==> config.mk <==
export PLATFORM = sky130hd
export DESIGN_NAME = base_relocation_parser_unit
export DESIGN_NICKNAME = d
export VERILOG_FILES = /design/src/brp_pkg.sv /design/src/brp_parser.sv /design/src/brp_out_queue.sv /design/src/base_relocation_parser_unit.sv
export VERILOG_INCLUDE_DIRS = /design/src /design/src/src
export SDC_FILE = /design/constraint.sdc
export NUM_CORES = 2
export LEC_CHECK = 0
export BUFFER_PORTS_ARGS = -buffer_cell sky130_fd_sc_hd__buf_2
export CORE_ASPECT_RATIO = 1.5
export CORE_MARGIN = 10
export CORE_UTILIZATION = 48
export CTS_CLUSTER_SIZE = 16
export DETAILED_ROUTE_END_ITERATION = 7
export HOLD_SLACK_MARGIN = 0.1
export PLACE_DENSITY = 0.74
export SLEW_MARGIN = 10
export SYNTH_ARGS = -nofsm -noshare
export SYNTH_HDL_FRONTEND = slang
export SYNTH_SLANG_ARGS = --single-unit
==> constraint.sdc <==
create_clock -name clk -period 19.4 [get_ports clk]
set_input_delay 3.88 -clock clk [delete_from_list [all_inputs] [get_ports clk]]
set_output_delay 3.88 -clock clk [all_outputs]
set_load 0.03 [all_outputs]
==> src/base_relocation_parser_unit_defines.svh <==
// assertion macros shared by the base relocation parser rtl
// expects clk and rst in the scope of every use
`ifndef BASE_RELOCATION_PARSER_UNIT_DEFINES_SVH
`define BASE_RELOCATION_PARSER_UNIT_DEFINES_SVH

// same-cycle implication
`define BRP_ASSERT_IMP(label, ante, cons, msg) \
  label: assert property (@(posedge clk) disable iff (rst) (ante) |-> (cons)) \
    else $error(msg);

// next-cycle implication
`define BRP_ASSERT_NEXT(label, ante, cons, msg) \
  label: assert property (@(posedge clk) disable iff (rst) (ante) |=> (cons)) \
    else $error(msg);

`endif

==> src/brp_pkg.sv <==
// types and constants of the base relocation parser
// used by brp_parser, brp_out_queue and base_relocation_parser_unit
`timescale 1ns / 1ps

package brp_pkg;

  localparam int unsigned HeaderBytes    = 8;
  localparam int unsigned OffsetBits     = 12;
  localparam logic [3:0]  TypePadding    = 4'd0;
  localparam int unsigned QueueDepth     = 4;
  localparam int unsigned QueuePtrBits   = $clog2(QueueDepth);
  localparam int unsigned QueueCountBits = $clog2(QueueDepth + 1);

  typedef enum logic [1:0] {
    KindBlock = 2'd0,
    KindEntry = 2'd1,
    KindEnd   = 2'd2
  } kind_t;

  typedef enum logic [1:0] {
    StatusNormal     = 2'd0,
    StatusSmallBlock = 2'd1,
    StatusPastEnd    = 2'd2
  } status_t;

  typedef struct packed {
    kind_t       record_kind;
    logic [31:0] address;
    logic [3:0]  reloc_type;
    logic [31:0] size_of_block;
    status_t     end_status;
    logic        last_of_run;
  } record_t;

  typedef struct packed {
    logic [1:0] count;
    record_t    rec0;
    record_t    rec1;
  } rec_pair_t;

endpackage

==> src/brp_parser.sv <==
// per-byte parse of the relocation directory, up to two records per byte
// depends on brp_pkg and base_relocation_parser_unit_defines.svh
`timescale 1ns / 1ps
`include "base_relocation_parser_unit_defines.svh"

module brp_parser (
  input  logic              clk,
  input  logic              rst,
  input  logic              accept,
  input  logic [7:0]        data_byte,
  input  logic              start_flag,
  input  logic [31:0]       directory_size,
  output brp_pkg::rec_pair_t recs
);

  logic [31:0] block_start_offset, block_start_offset_next;
  logic [31:0] block_end, block_end_next;
  logic [31:0] position_in_block, position_in_block_next;
  logic [31:0] current_page, current_page_next;
  logic [31:0] current_block_size, current_block_size_next;
  logic [7:0]  pending_low_byte, pending_low_byte_next;
  logic        finished, finished_next;

  logic [31:0] bso_e, bend_e, pos_e, page_e, size_e;
  logic [7:0]  pend_e;
  logic        fin_e;

  logic        in_header, at_first, at_last_hdr, tll_first, tll_hdr, tll_bend, tll_new;
  logic [31:0] page_upd, size_upd, pos_inc, new_bso, entry_addr;
  logic [32:0] end_sum;
  logic        past_dir, blk_done;
  logic [15:0] entry;
  logic [3:0]  entry_type;

  brp_pkg::record_t rec_a, rec_b;
  logic             a_valid, b_valid;
  logic             emits_end;

  function automatic brp_pkg::record_t end_rec(input brp_pkg::status_t st);
    brp_pkg::record_t r;
    r = '0;
    r.record_kind = brp_pkg::KindEnd;
    r.end_status  = st;
    return r;
  endfunction

  // start restarts the parse on this very byte
  assign bso_e  = start_flag ? '0 : block_start_offset;
  assign bend_e = start_flag ? '0 : block_end;
  assign pos_e  = start_flag ? '0 : position_in_block;
  assign page_e = start_flag ? '0 : current_page;
  assign size_e = start_flag ? '0 : current_block_size;
  assign pend_e = start_flag ? '0 : pending_low_byte;
  assign fin_e  = start_flag ? 1'b0 : finished;

  assign in_header   = (pos_e[31:3] == '0);
  assign at_first    = (pos_e == '0);
  assign at_last_hdr = (pos_e == 32'(brp_pkg::HeaderBytes - 1));
  assign tll_first   = ({1'b0, bso_e} + 33'(brp_pkg::HeaderBytes)) > {1'b0, directory_size};

  always_comb begin
    page_upd = at_first ? '0 : page_e;
    size_upd = at_first ? '0 : size_e;
    if (in_header) begin
      unique case (pos_e[2:0])
        3'd0: page_upd[7:0]   = data_byte;
        3'd1: page_upd[15:8]  = data_byte;
        3'd2: page_upd[23:16] = data_byte;
        3'd3: page_upd[31:24] = data_byte;
        3'd4: size_upd[7:0]   = data_byte;
        3'd5: size_upd[15:8]  = data_byte;
        3'd6: size_upd[23:16] = data_byte;
        3'd7: size_upd[31:24] = data_byte;
        default: ;
      endcase
    end
  end

  assign end_sum    = {1'b0, bso_e} + {1'b0, size_upd};
  assign past_dir   = end_sum > {1'b0, directory_size};
  assign entry      = {data_byte, pend_e};
  assign entry_type = entry[15:12];
  assign entry_addr = page_e + {20'd0, entry[brp_pkg::OffsetBits-1:0]};
  assign pos_inc    = pos_e + 32'd1;
  assign blk_done   = (!in_header || at_last_hdr) && (pos_inc == size_upd);

  // an eight-byte block ends on its last header byte
  assign new_bso  = at_last_hdr ? bso_e + 32'(brp_pkg::HeaderBytes) : bend_e;
  assign tll_hdr  = ({1'b0, bso_e} + 33'(2 * brp_pkg::HeaderBytes)) > {1'b0, directory_size};
  assign tll_bend = ({1'b0, bend_e} + 33'(brp_pkg::HeaderBytes)) > {1'b0, directory_size};
  assign tll_new  = at_last_hdr ? tll_hdr : tll_bend;

  always_comb begin
    rec_a   = '0;
    rec_b   = end_rec(brp_pkg::StatusNormal);
    a_valid = 1'b0;
    b_valid = 1'b0;
    block_start_offset_next = bso_e;
    block_end_next          = bend_e;
    position_in_block_next  = pos_e;
    current_page_next       = page_e;
    current_block_size_next = size_e;
    pending_low_byte_next   = pend_e;
    finished_next           = fin_e;
    if (!fin_e) begin
      if (at_first && tll_first) begin
        rec_a         = end_rec(brp_pkg::StatusNormal);
        a_valid       = 1'b1;
        finished_next = 1'b1;
      end else begin
        if (in_header) begin
          current_page_next       = page_upd;
          current_block_size_next = size_upd;
          if (at_last_hdr) begin
            block_end_next = end_sum[31:0];
            a_valid        = 1'b1;
            if (size_upd < 32'(brp_pkg::HeaderBytes)) begin
              rec_a         = end_rec(brp_pkg::StatusSmallBlock);
              finished_next = 1'b1;
            end else if (past_dir) begin
              rec_a         = end_rec(brp_pkg::StatusPastEnd);
              finished_next = 1'b1;
            end else begin
              rec_a.record_kind   = brp_pkg::KindBlock;
              rec_a.address       = page_upd;
              rec_a.size_of_block = size_upd;
            end
          end
        end else if (!pos_e[0]) begin
          pending_low_byte_next = data_byte;
        end else if (entry_type != brp_pkg::TypePadding) begin
          rec_a.record_kind = brp_pkg::KindEntry;
          rec_a.address     = entry_addr;
          rec_a.reloc_type  = entry_type;
          a_valid           = 1'b1;
        end
        if (!finished_next) begin
          if (blk_done) begin
            position_in_block_next  = '0;
            block_start_offset_next = new_bso;
            if (tll_new) begin
              b_valid       = 1'b1;
              finished_next = 1'b1;
            end
          end else begin
            position_in_block_next = pos_inc;
          end
        end
      end
    end
  end

  always_comb begin
    recs.count            = {a_valid & b_valid, a_valid ^ b_valid};
    recs.rec0             = a_valid ? rec_a : rec_b;
    recs.rec0.last_of_run = !(a_valid && b_valid);
    recs.rec1             = rec_b;
    recs.rec1.last_of_run = 1'b1;
  end

  assign emits_end = b_valid || (a_valid && rec_a.record_kind == brp_pkg::KindEnd);

  always_ff @(posedge clk) begin
    if (rst) begin
      block_start_offset <= '0;
      block_end          <= '0;
      position_in_block  <= '0;
      current_page       <= '0;
      current_block_size <= '0;
      pending_low_byte   <= '0;
      finished           <= 1'b0;
    end else if (accept) begin
      block_start_offset <= block_start_offset_next;
      block_end          <= block_end_next;
      position_in_block  <= position_in_block_next;
      current_page       <= current_page_next;
      current_block_size <= current_block_size_next;
      pending_low_byte   <= pending_low_byte_next;
      finished           <= finished_next;
    end
  end

  `BRP_ASSERT_IMP(a_quiet_when_done, finished && !start_flag, recs.count == 2'd0,
    "records produced after end of directory")
  `BRP_ASSERT_IMP(a_pair_ends, recs.count == 2'd2,
    recs.rec1.record_kind == brp_pkg::KindEnd, "second record of a byte is not an end")
  `BRP_ASSERT_NEXT(a_end_stops, accept && emits_end, finished,
    "parse not stopped after end record")

endmodule

==> src/brp_out_queue.sv <==
// four-entry result queue taking up to two records per transaction
// depends on brp_pkg and base_relocation_parser_unit_defines.svh
`timescale 1ns / 1ps
`include "base_relocation_parser_unit_defines.svh"

module brp_out_queue (
  input  logic               clk,
  input  logic               rst,
  input  logic               push,
  input  brp_pkg::rec_pair_t recs,
  output logic               room,
  output logic               out_valid,
  input  logic               out_ready,
  output brp_pkg::record_t   out_rec
);

  localparam int unsigned PtrBits   = brp_pkg::QueuePtrBits;
  localparam int unsigned CountBits = brp_pkg::QueueCountBits;

  brp_pkg::record_t entries [brp_pkg::QueueDepth];

  logic [PtrBits-1:0]   head, tail, tail_plus;
  logic [CountBits-1:0] count;
  logic [1:0]           push_n;
  logic                 pop;

  assign push_n    = push ? recs.count : 2'd0;
  assign pop       = out_valid && out_ready;
  assign tail_plus = tail + PtrBits'(1);
  assign room      = count <= CountBits'(brp_pkg::QueueDepth - 2);
  assign out_valid = count != '0;
  assign out_rec   = entries[head];

  always_ff @(posedge clk) begin
    if (push_n != 2'd0) begin
      entries[tail] <= recs.rec0;
    end
    if (push_n == 2'd2) begin
      entries[tail_plus] <= recs.rec1;
    end
  end

  always_ff @(posedge clk) begin
    if (rst) begin
      head  <= '0;
      tail  <= '0;
      count <= '0;
    end else begin
      tail  <= tail + PtrBits'(push_n);
      head  <= head + PtrBits'(pop);
      count <= count + CountBits'(push_n) - CountBits'(pop);
    end
  end

  `BRP_ASSERT_IMP(a_no_overflow, 1'b1, count <= CountBits'(brp_pkg::QueueDepth),
    "queue count above depth")
  `BRP_ASSERT_IMP(a_push_fits, push_n != 2'd0,
    CountBits'(push_n) <= CountBits'(brp_pkg::QueueDepth) - count, "push into full queue")
  `BRP_ASSERT_NEXT(a_pop_only, pop && push_n == 2'd0, count == $past(count) - CountBits'(1),
    "count not reduced by a lone pop")

endmodule

==> src/base_relocation_parser_unit.sv <==
// base relocation directory parser: byte stream in, block/entry/end records out
// records are written into the result queue and offered on m_axis from its head
// throughput: one byte per cycle; s_axis_tready drops while the four-entry result
// queue holds more than two records
// reset: synchronous rst clears directory_size, the parse state and the queue
// depends on brp_pkg, brp_parser and brp_out_queue
`timescale 1ns / 1ps

module base_relocation_parser_unit (
  input  logic        clk,
  input  logic        rst,
  input  logic        s_axis_tvalid,
  output logic        s_axis_tready,
  input  logic [7:0]  s_axis_tdata,   // data_byte
  input  logic        s_axis_tuser,   // start_flag
  output logic        m_axis_tvalid,
  input  logic        m_axis_tready,
  output logic [71:0] m_axis_tdata,   // address, reloc_type, size_of_block, end_status, pad
  output logic [1:0]  m_axis_tuser,   // record_kind
  output logic        m_axis_tlast,   // last_of_run
  input  logic        cfg_wen,
  input  logic [31:0] cfg_wdata
);

  logic [31:0]        directory_size;
  logic               in_accept;
  brp_pkg::rec_pair_t recs;
  brp_pkg::record_t   out_rec;

  always_ff @(posedge clk) begin
    if (rst) begin
      directory_size <= '0;
    end else if (cfg_wen) begin
      directory_size <= cfg_wdata;
    end
  end

  assign in_accept = s_axis_tvalid && s_axis_tready;

  brp_parser u_parser (
    .clk            (clk),
    .rst            (rst),
    .accept         (in_accept),
    .data_byte      (s_axis_tdata),
    .start_flag     (s_axis_tuser),
    .directory_size (directory_size),
    .recs           (recs)
  );

  brp_out_queue u_queue (
    .clk       (clk),
    .rst       (rst),
    .push      (in_accept),
    .recs      (recs),
    .room      (s_axis_tready),
    .out_valid (m_axis_tvalid),
    .out_ready (m_axis_tready),
    .out_rec   (out_rec)
  );

  assign m_axis_tdata = {2'b00, out_rec.end_status, out_rec.size_of_block,
                         out_rec.reloc_type, out_rec.address};
  assign m_axis_tuser = out_rec.record_kind;
  assign m_axis_tlast = out_rec.last_of_run;

endmodule
* After elaboration in Yosys (flattened, before gate mapping) *
Memories as Yosys holds them, arrays and structs flattened. A register that Yosys moved wholly into a read port is not among the register bits.
Cells that the tools add are included.
W data, S select, Z words.

word-level totals
  register bits = 208
  RAM bits = 292
  logic and storage cells = 136
  memories kept = 1

cells by class
  add/subtract/negate cells = 12
  $lt $le $gt $ge = 6
  eq/ne operators = 10
  multiplexer cells = 80
  bitwise operators = 2
  reductions and logical operators = 14

memories
  memory           depth  width  read ports  clocked after Yosys merged registers in  wr ports  line                 text
  u_queue.entries  4      73     1           1                                        2         brp_out_queue.sv:20  brp_pkg::record_t entries [brp_pkg::QueueDepth];

operator list
  cell                     count
  $mux W32                 28
  $mux W73                 5
  $gt A33 B32 Y1           4
  $mux W8                  13
  $mux W38                 2
  $add A32 B4 Y33 const B  2
  $mux W37                 1
  $mux W35                 1
  $mux W34                 1
  $add A32 B32 Y33         1
  $add A32 B5 Y33 const B  1
  $add A32 B1 Y32 const B  1
  $add A32 B12 Y32         1
  $add A32 B4 Y32 const B  1
  $eq A32 B3 Y1 const B    1
  $eq A32 B32 Y1           1
  $logic_not A32 Y1        1
  $lt A32 B4 Y1 const B    1
  $logic_not A29 Y1        1
  $mux W1                  26
  $eq A3 B3 Y1 const B     4
  $eq A3 B2 Y1 const B     2
  $logic_and A1 B1 Y1      5
  $mux W2                  2
  17 further kinds         18

* Depth between registers and ports, before layout *
  depth after elaboration = 21
  depth in mapped cells = 45
  depth with buffers taken out = 38

* Modules after synthesis *
Synthesis repeated with hierarchy kept, for this count alone.

unflattened totals
  cell total of the unflattened synthesis = 3332
  area total of the unflattened synthesis = 34454.3 µm²

by module, submodules not included
  module                       instances  cells an instance  area each (µm²)  seq. area each (µm²)
  brp_parser                   1          2468               18420.2          3383.2
  brp_out_queue                1          757                14845.5          8908.5
  base_relocation_parser_unit  1          107                1188.6           640.6

* Worst setup path before layout *
OpenSTA, ideal clock, no wires.

  path type = input -> register
  start point = in s_axis_tuser
  end point = mem u_queue.entries[1][52] (netlist bit)
  library setup time = 0.117 ns
  arrival time = 12.759 ns
  required time = 19.283 ns
  path slack = 6.524 ns
  stages = 38
  cells stage by stage = clkbuf_1 > clkbuf_1 > buf_1 > buf_2 > buf_1 > buf_1 > clkbuf_1 > buf_1 > clkbuf_1 > nor2b_1 > ha_1 > nor2b_1 > o31a_1 > o221ai_1 > o31a_1 > o21bai_1 > a21oi_1 > nor2b_1 > [2 not listed] > xor2_1 > ha_1 > nand4_1 > nor4bb_1 > a41oi_1 > o2bb2ai_1 > a41oi_1 > a221o_1 > o21ai_1 > and2_1 > clkbuf_1 > and4b_1 > ha_1 > clkbuf_1 > nor4_1 > nor2_1 > clkbuf_1 > a22o_1

RTL lines
  item         line                               text
  from (decl)  base_relocation_parser_unit.sv:15  input logic s_axis_tuser,
  to (decl)    brp_out_queue.sv:20

==> flow_metrics.env <==
export IMPL_status="complete, no violations"
export IMPL_finClkSkew_ns=0.0255
export IMPL_p_comb_frac=0.145
export IMPL_grt_pass1_vias=26937
export IMPL_period_minus_slack_ns=14.48
export IMPL_gp_congestion=0.997
export IMPL_avgRoutedWirePerCell_um=22.5
export IMPL_die_height_um=325
export IMPL_p_seq_frac=0.432
export IMPL_grt_setup_unrepaired="false"
export IMPL_start_kind="input pin"
export IMPL_met1_usage=0.292
export IMPL_rows=111
export IMPL_layout_setup_ws_ns=4.92
export IMPL_power_density_nw_per_um2=77.7
export IMPL_r2r_start="u_parser.position_in_block[17]"
export IMPL_crit_top_cell="ha_1"
export IMPL_ys_ff_latch=500
export IMPL_power_mw=2.53
export IMPL_maxSlewViolCount=0
export IMPL_grt_use_total=0.261
export IMPL_worstPathMaxFanout=76
export IMPL_cp_slowest_cell="a311oi_1"
export IMPL_peakVddDrop_mv=0.0749
export IMPL_finalHoldViolCount=0
export IMPL_dr_pass1_iters=6
export IMPL_final_cells=4399
export IMPL_fin_tns_setup_ns=0
export IMPL_post_cts_buffers=0
export IMPL_hp_class="reg -> reg"
export IMPL_ys_types=92
export IMPL_core_area_um2=61200
export IMPL_maxCapViolCount=0
export IMPL_finalSetupViolCount=0
export IMPL_cts_buffers=50
export IMPL_leakage_nw=12.9
export IMPL_clk_pin_slew_ns=0.06
export IMPL_top_usage_layer="met2"
export IMPL_ctsResizeCount=0
export IMPL_grt_pass1_wl_mm=154
export IMPL_critical_path_class="in -> reg"
export IMPL_end_kind="register"
export IMPL_hold_start="u_parser.current_page[3]"
export IMPL_synth_async_sr_flop_share=0
export IMPL_ctsHoldBuffers=0
export IMPL_utilization=0.533
export IMPL_p_clk_frac=0.424
export IMPL_post_route_cell_area_um2=32600
export IMPL_hold_path_end="u_parser.current_page[3]"
export IMPL_slowest_delay_ns=0.71
export IMPL_required_ns=19.87
export IMPL_initial_core_util=0.486
export IMPL_rr_worst_depth=30
export IMPL_multi_input_area_um2=18400
export IMPL_final_cell_mix="498 x dfxtp_1, 403 x nor2_1, 384 x nand2_1"
export IMPL_grt_use_met3=0.0454
export IMPL_dieArea_um2=72600
export IMPL_p_sw_frac=0.289
export IMPL_n_fill_cell=5719
export IMPL_cts_htree_levels=2
export IMPL_vias_per_cell=6.31
export IMPL_synthFlopType="dfxtp_1"
export IMPL_yosys_warnings=0
export IMPL_port_buffers=120
export IMPL_slew_headroom=0.106
export IMPL_pre_cts_ws_ns=4.63
export IMPL_drc=0
export IMPL_root_buffer="clkbuf_16"
export IMPL_syn_inst=3610
export IMPL_drtIter0Drc=2715
export IMPL_gr_total_overflow=0
export IMPL_synth_edf_count=0
export IMPL_netlist_area_um2=29800
export IMPL_seq_area_frac_synth=0.336
export IMPL_dp_cells=4305
export IMPL_grt_max_degree=77
export IMPL_pin_count=123
export IMPL_fmax_mhz=69.1
export IMPL_worst_pin_slew_ns=1.33
export IMPL_antenna_found_initial=2
export IMPL_routed_wl_mm=99.0
export IMPL_clk_latency_ns=0.63
export IMPL_drive_above_1_share=0.106
export IMPL_r2r_setup_slack_ns=8.41
export IMPL_final_antenna_net_count=0
export IMPL_cts_buffer_depth=3
export IMPL_holdWs_ns=0.449
export IMPL_fp_dieW_um=223
export IMPL_area_growth_pct=9.52
export IMPL_power_switching_mw=0.733
export IMPL_clkSinkCount=500
export IMPL_use_met2=0.441
export IMPL_critPathArrivalTime_ns=14.95
export IMPL_dpl_cell_area_um2=30800
export IMPL_cts_tree="built"
export IMPL_worstReg2RegEnd="u_queue.entries[1][71]"
export IMPL_fin_crit_sh=0.746
export IMPL_min_path_cells=2
export IMPL_fin_nets=3800
export IMPL_intPower_mw=1.80
export IMPL_hpwlAfterDp_mm=70.5
export IMPL_vias=27777
export IMPL_final_common_cell="dfxtp_1"
export IMPL_syn_avg_cell_area_um2=8.25
export IMPL_ff_latch_area_um2=10000
-- synthesized netlist by cell type (all sizes together), types with 9 or more instances --
cell type | n | area share
nor4 | 53 | 0.012
and3 | 48 | 0.010
nor2 | 408 | 0.051
a22oi | 77 | 0.019
nand2b | 18 | 0.0038
dfxtp | 500 | 0.34
nor4b | 9 | 0.0026
clkbuf | 210 | 0.027
xnor2 | 103 | 0.030
and2 | 22 | 0.0046
o21ai | 136 | 0.023
or4 | 10 | 0.0026
a31oi | 20 | 0.0044
a31o | 12 | 0.0035
buf | 59 | 0.0092
ha | 185 | 0.078
nor2b | 84 | 0.018
o22ai | 14 | 0.0029
o31ai | 9 | 0.0027
nor3 | 57 | 0.0097
nand2 | 385 | 0.049
a22o | 110 | 0.032
or3 | 16 | 0.0034
and4 | 11 | 0.0032
o2bb2ai | 31 | 0.0091
nand4 | 56 | 0.012
a21oi | 337 | 0.057
mux2i | 44 | 0.015
o21a | 22 | 0.0055
xor2 | 77 | 0.023
o21bai | 14 | 0.0035
nand3 | 142 | 0.024
mux4 | 73 | 0.055
a211oi | 10 | 0.0027
a21o | 46 | 0.012
inv | 97 | 0.012
-- power by group through the flow --
| stage | clock network [mW] | logic (mW) | registers (mW) |
|---|---|---|---|
| global route | 1.13 | 0.391 | 1.10 |
| floorplan | 0 | 0.287 | 1.08 |
| CTS | 1.08 | 0.363 | 1.09 |
| finish | 1.07 | 0.367 | 1.09 |
| detailed placement | 0 | 0.361 | 1.12 |
| global placement | 0 | 0.360 | 1.12 |
-- cell type report --
cell class,count,share of cell area
diodes,2,0.000153
clock buffers,68,0.0438
clock inverters,24,0.0115
inverters,98,0.0113
multi-input cells,2744,0.565
flip-flops and latches,500,0.307
well taps,791,0.0303
repair buffers,172,0.0305
-- kinds of logic after synthesis --
family,after synthesis,share of synthesized area
AND/OR/NAND/NOR,1349,0.214
AO/OA/AOI/OAI,908,0.200
flip-flops,500,0.336
buffers and inverters,367,0.0480
adder cells (fa/ha/maj),188,0.0797
XOR/XNOR,180,0.0529
multiplexers,117,0.0700
other,1,0.000126
-- critical path, delay by kind of cell --
family | cells | cell delay, ns
AOI/OAI and AO/OA | 14 | 4.41
xor gates and xnor gates | 1 | 0.19
adders and majority gates | 4 | 1.29
buffers and inverters | 5 | 2.11
and+or+nand+nor | 10 | 3.02
-- registers in the layout, indices dropped and copies added (netlist names) --
signal	count
directory_size	32
u_parser.block_end	32
u_parser.block_start_offset	32
u_parser.current_block_size	32
u_parser.current_page	32
u_parser.finished	1
u_parser.pending_low_byte	8
u_parser.position_in_block	32
u_queue.count	3
u_queue.entries	292
u_queue.head	2
u_queue.tail	2
-- per-layer routing --
layer / share of wire / wire length (µm)
met5: 0 / 0
met3: 0.075 / 7440
met1: 0.37 / 36700
met4: 0.075 / 7450
met2: 0.48 / 47500
-- worst max path at each step --
stage | start | end | slack, ns | cells past startpoint
2_1_floorplan | s_axis_tuser | u_queue.entries[1][52] | 6.52 | 38
6_report | s_axis_tuser | u_queue.entries[1][71] | 4.92 | 34
4_1_cts | s_axis_tuser | u_queue.entries[0][71] | 5.18 | 37
3_5_place_dp | s_axis_tuser | u_queue.entries[1][58] | 4.63 | 36
5_1_grt | s_axis_tuser | u_queue.entries[1][71] | 4.10 | 36
3_3_place_gp | s_axis_tuser | u_queue.entries[3][71] | 5.00 | 36
Power figures use the tool's default switching activity.
